`src/hdl/tbp_ram.sv`:
```
// Generic single-write, single-read RAM with registered read data.
// Depends on nothing.
module tbp_ram #(
  parameter int WIDTH = 2,
  parameter int DEPTH = 512
) (
  input  logic                     clk_i,
  input  logic                     we_i,
  input  logic [$clog2(DEPTH)-1:0] waddr_i,
  input  logic [WIDTH-1:0]         wdata_i,
  input  logic [$clog2(DEPTH)-1:0] raddr_i,
  output logic [WIDTH-1:0]         rdata_o
);

  logic [WIDTH-1:0] mem_q [DEPTH];
  logic [WIDTH-1:0] rdata_q;

  always_ff @(posedge clk_i) begin
    if (we_i) begin
      mem_q[waddr_i] <= wdata_i;
    end
    rdata_q <= mem_q[raddr_i];
  end

  assign rdata_o = rdata_q;

endmodule

```
`config.mk`:
```
export PLATFORM = sky130hd
export DESIGN_NAME = tbp_ram
export DESIGN_NICKNAME = d
export VERILOG_FILES = /design/src/hdl/tbp_ram.sv
export SDC_FILE = /design/constraint.sdc
export NUM_CORES = 1
export LEC_CHECK = 0
export CAP_MARGIN = 20
export CORE_MARGIN = 4
export CORE_UTILIZATION = 58
export DETAILED_ROUTE_END_ITERATION = 12
export DONT_BUFFER_PORTS = 1
export PLACE_DENSITY_LB_ADDON = 0.2
export SETUP_SLACK_MARGIN = 0.4
export SKIP_LAST_GASP = 1
export SYNTH_ARGS = -nofsm -noshare
export SYNTH_HDL_FRONTEND = slang
export SYNTH_SLANG_ARGS = --single-unit
```
`constraint.sdc`:
```
create_clock -name clk_i -period 4.35 [get_ports clk_i]
set_clock_uncertainty 0.05 [all_clocks]
set_input_delay 0.435 -clock clk_i [delete_from_list [all_inputs] [get_ports clk_i]]
set_output_delay 0.435 -clock clk_i [all_outputs]
set_load 0.01 [all_outputs]
```
== After elaboration in Yosys (flattened, before gate mapping) ==
Memories as Yosys holds them, arrays and structs flattened. A register that Yosys moved wholly into a read port is not among the register bits.
Cells that the tools add are included.
Word-level totals
  register bits after elaboration: 0
  RAM bits: 1024
  input port bits: 22
  output and inout port bits: 2
  memories kept: 1
Cells by class
  mux-type cells: 2
Memories
  mem_q: depth 512, width 2, read ports 1, clocked after memory_dff 1, wr ports 1, RTL line 15  | logic [WIDTH-1:0] mem_q [DEPTH];
Operators with widths (number)
  $mux W1: 2

== Logic depth before layout (Yosys ltp) ==
  word-level depth: 2
  gate-level depth with buffers: 12
  gate-level depth less buffers: 8

== Least setup slack after synthesis ==
No wires, ideal clock.
  kind: input port to flip-flop
  start: input port raddr_i[1]
  end: register rdata_q[1] (netlist: rdata_o[1]) (read register of mem_q)
  data arrival time: 2.654 ns
  required time: 4.166 ns
  slack: 1.512 ns
  cell stages on the path: 10
  buffers on the path: 4
  path through: buf_2 > buf_2 > clkbuf_1 > buf_1 > mux4_2 > o22ai_1 > nor3_1 > nor3_1 > o22ai_1 > or4_1
RTL lines
  start: declaration: RTL line 11  | input logic [$clog2(DEPTH)-1:0] raddr_i,
  end: declaration: RTL line 16  | logic [WIDTH-1:0] rdata_q;

==> impl_metrics.csv <==
group,metric,value,unit
outcome,status,"finished, violations left",
outcome,violations,"max-slew violations, negative setup slack",
logic_synthesis,synth_edf_count,1024,
logic_synthesis,postSynth.asyncResetShare,0,
power,vdd_ir_drop_max,0.4118,mV
routing,firstDrtPassIters,6,
logic_synthesis,ys_types,58,
routing,routed_wirelength,103300,um
floorplan,coreArea,71850,um2
setup_path,endpoint_kind,"register",
logic_synthesis,syn-instance-count,2608,
setup_path,crit_path_max_fanout,384,
routing,wl_met1,39570,um
cts,cts-buffers-inserted,101,
floorplan,dieArea,77340,um2
setup_path,criticalPathCategory,"in2reg",
routing,drc,0,
power,pwr-share-seq,0.531,
logic_synthesis,syn-num-nets,2630,
global_route,grt_max_degree,513,
setup_path,cp-start-kind,"input pin",
cts,clock_latency,0.68,ns
cts,post_cts_buffers,0,
cts,cts_max_path_buffers,3,
placed_design,io_buffers,0,
cells_and_area,layout_common_cells,"edfxtp_1, nor2_1, mux2i_1, mux4_2, o221ai_1",
power,swShare,0.2009,
floorplan,start_util,0.5889,
routing,wl_met3,10670,um
logic_synthesis,synthFlopType,"edfxtp_1",
floorplan,pin_count,24,
power,intPower,0.01641,W
routing,first_iter_violations,3338,
global_route,grt_pass1_wl,150600,um
sta,fin_setup_tns,-0.7581,ns
hold_path,min_path_type,"in2reg",
power,p_per_area,443.8,nW/um2
cts,cts_max_level,3,
power,p_comb_frac,0.039,
cts,clkTransAtPathRegs,0.06,ns
setup_path,critPathLaunch,"raddr_i[0]",
global_route,antenna_found_initial,5,
global_route,grt_usage,0.2615,
cts,root_buffer,"clkbuf_16",
sta,hold_ws,0.1153,ns
sta,tightestPinTransition,3.558,ns
routing,drt-wirelength-per-cell,28.72,um
cts,cts_tree,"yes",
cts,cts_num_sinks,1026,
placed_design,dp_hpwl,56500,um
sta,finalHoldViolCount,0,
setup_path,required,4.84,ns
logic_synthesis,synth-seq-cells,1026,
sta,fin_ws,-0.4774,ns
power,p_clk_frac,0.430,
hold_path,hold_path_startpoint,"wdata_i[0]",
global_route,grt-ovfl-total,0,
logic_synthesis,yosysWarnings,0,
sta,slew_viol_final,285,
sta,final.min_clock_period,4.827,ns
floorplan,die_y,278.1,um
routing,vias,23850,
placed_design,place_congestion,0.8664,
power,total_power,0.02053,W
flow_run,cap_violations,0,
routing,top_layer,"met5",
routing,drt-vias-per-instance,6.633,
logic_synthesis,syn_area,42310,um2
floorplan,fp.dieW,278.1,um
setup_path,ff2ff_path_depth,6,
logic_synthesis,yosysSeqAreaShare,0.7276,
setup_path,cp.arrival,5.31,ns
sta,fmax,0.2072,GHz
routing,ant_nets,0,
sta,min_period_over_period,1.110,
global_route,grt_pass1_vias,23760,
sta,rsz0062_at_grt,"false",
cells_and_area,layout_commonest_cell,"edfxtp_1",
setup_path,r2r_start,"mem_q[506][0]",
cts,post_cts_resized,0,
cells_and_area,syn2layout_area_growth,9.335,%
floorplan,num_rows,98,
sta,slew_headroom,-1.372,
power,p_switching,0.004125,W
sta,finalSetupViolations,2,
power,p_leak,14.35,nW
cells_and_area,num-nets-final,2577,
cells_and_area,drive_gt1_frac,0.1272,
hold_path,hold_depth,0,
routing,wl_met2,49830,um
logic_synthesis,avgSynthCellArea,16.22,um2
state kept, by name, indices dropped and copies added (netlist names):
signal   cells
rdata_o      2
mem_q     1024
final timing paths:
path              endpoint  slack (ns)
min reg2reg     rdata_o[1]        1.07
min          mem_q[412][0]        0.12
max reg2reg     rdata_o[0]        1.71
max             rdata_o[1]       -0.48
synth_stat cells (all sizes together) (11+ instances only):
library cell  number  area, um2
nor2             546       2049
o221ai           110      963.4
a211oi            11      82.58
mux2i            252       2522
clkbuf            99      375.4
nor3              42      210.2
nand2             64      242.7
a21oi             41      205.2
o21ai             35      175.2
nand3             16      80.08
o22ai             43      269.0
buf               97      738.2
mux4             128       2883
edfxtp          1024      30750
power by group through the flow:
| stage | registers [W] | logic, W | clock network (W) |
|---|---|---|---|
| detailed placement | 0.0111 | 0.000659 | 0 |
| floorplan | 0.0111 | 0.000597 | 0 |
| global placement | 0.0111 | 0.000652 | 0 |
| finish | 0.0109 | 0.000795 | 0.00883 |
| CTS | 0.0109 | 0.000661 | 0.00894 |
| global route | 0.0109 | 0.000787 | 0.00937 |
critical path, stage by stage:
cell	delay (ns)
mux4_2	1.77
o22ai_1	0.21
nor3_1	0.07
nor3_1	0.43
o22ai_1	0.20
or4_1	0.53
metal layers:
layer | vias to the layer above | global-route usage
met4 | 2 | 0.08292
met3 | 232 | 0.05738
li1 | 10130 | -
met1 | 12230 | 0.3645
met2 | 1260 | 0.4205
met5 | - | 0
through the flow:
| step | setup WS [ns] | utilization | cell area [um2] | cells |
|---|---|---|---|---|
| 2_1_floorplan | 1.512 | - | 42310 | 2608 |
| 3_3_place_gp | 1.097 | 0.5947 | 42730 | 3395 |
| 3_5_place_dp | 1.049 | 0.5947 | 42730 | 3395 |
| 4_1_cts | 1.734 | 0.6417 | 46110 | 3584 |
| 5_1_grt | 1.584 | 0.6437 | 46250 | 3591 |
| 6_report | -0.4774 | 0.6439 | 46260 | 3596 |
layout make-up:
cell class / instances / area [um2]
flip-flops and latches: 1026 / 30790
fillers: 5050 / 25590
multi-input cells: 1382 / 10470
clock buffers: 122 / 2606
well taps: 950 / 1189
clock inverters: 67 / 770.7
repair buffers: 40 / 412.9
inverters: 4 / 15.01
diodes: 5 / 12.51
logic make-up (layout without fill, tap and decap cells):
kind of cell,after synthesis,in the layout,share of synthesized area
flops,1026,1026,0.7276
simple gates,725,725,0.07005
mux,384,384,0.1288
compound gates,273,273,0.04684
buf+inv,200,233,0.02667
other cells,0,5,0
No activity file was read; power rests on OpenSTA's default activity.
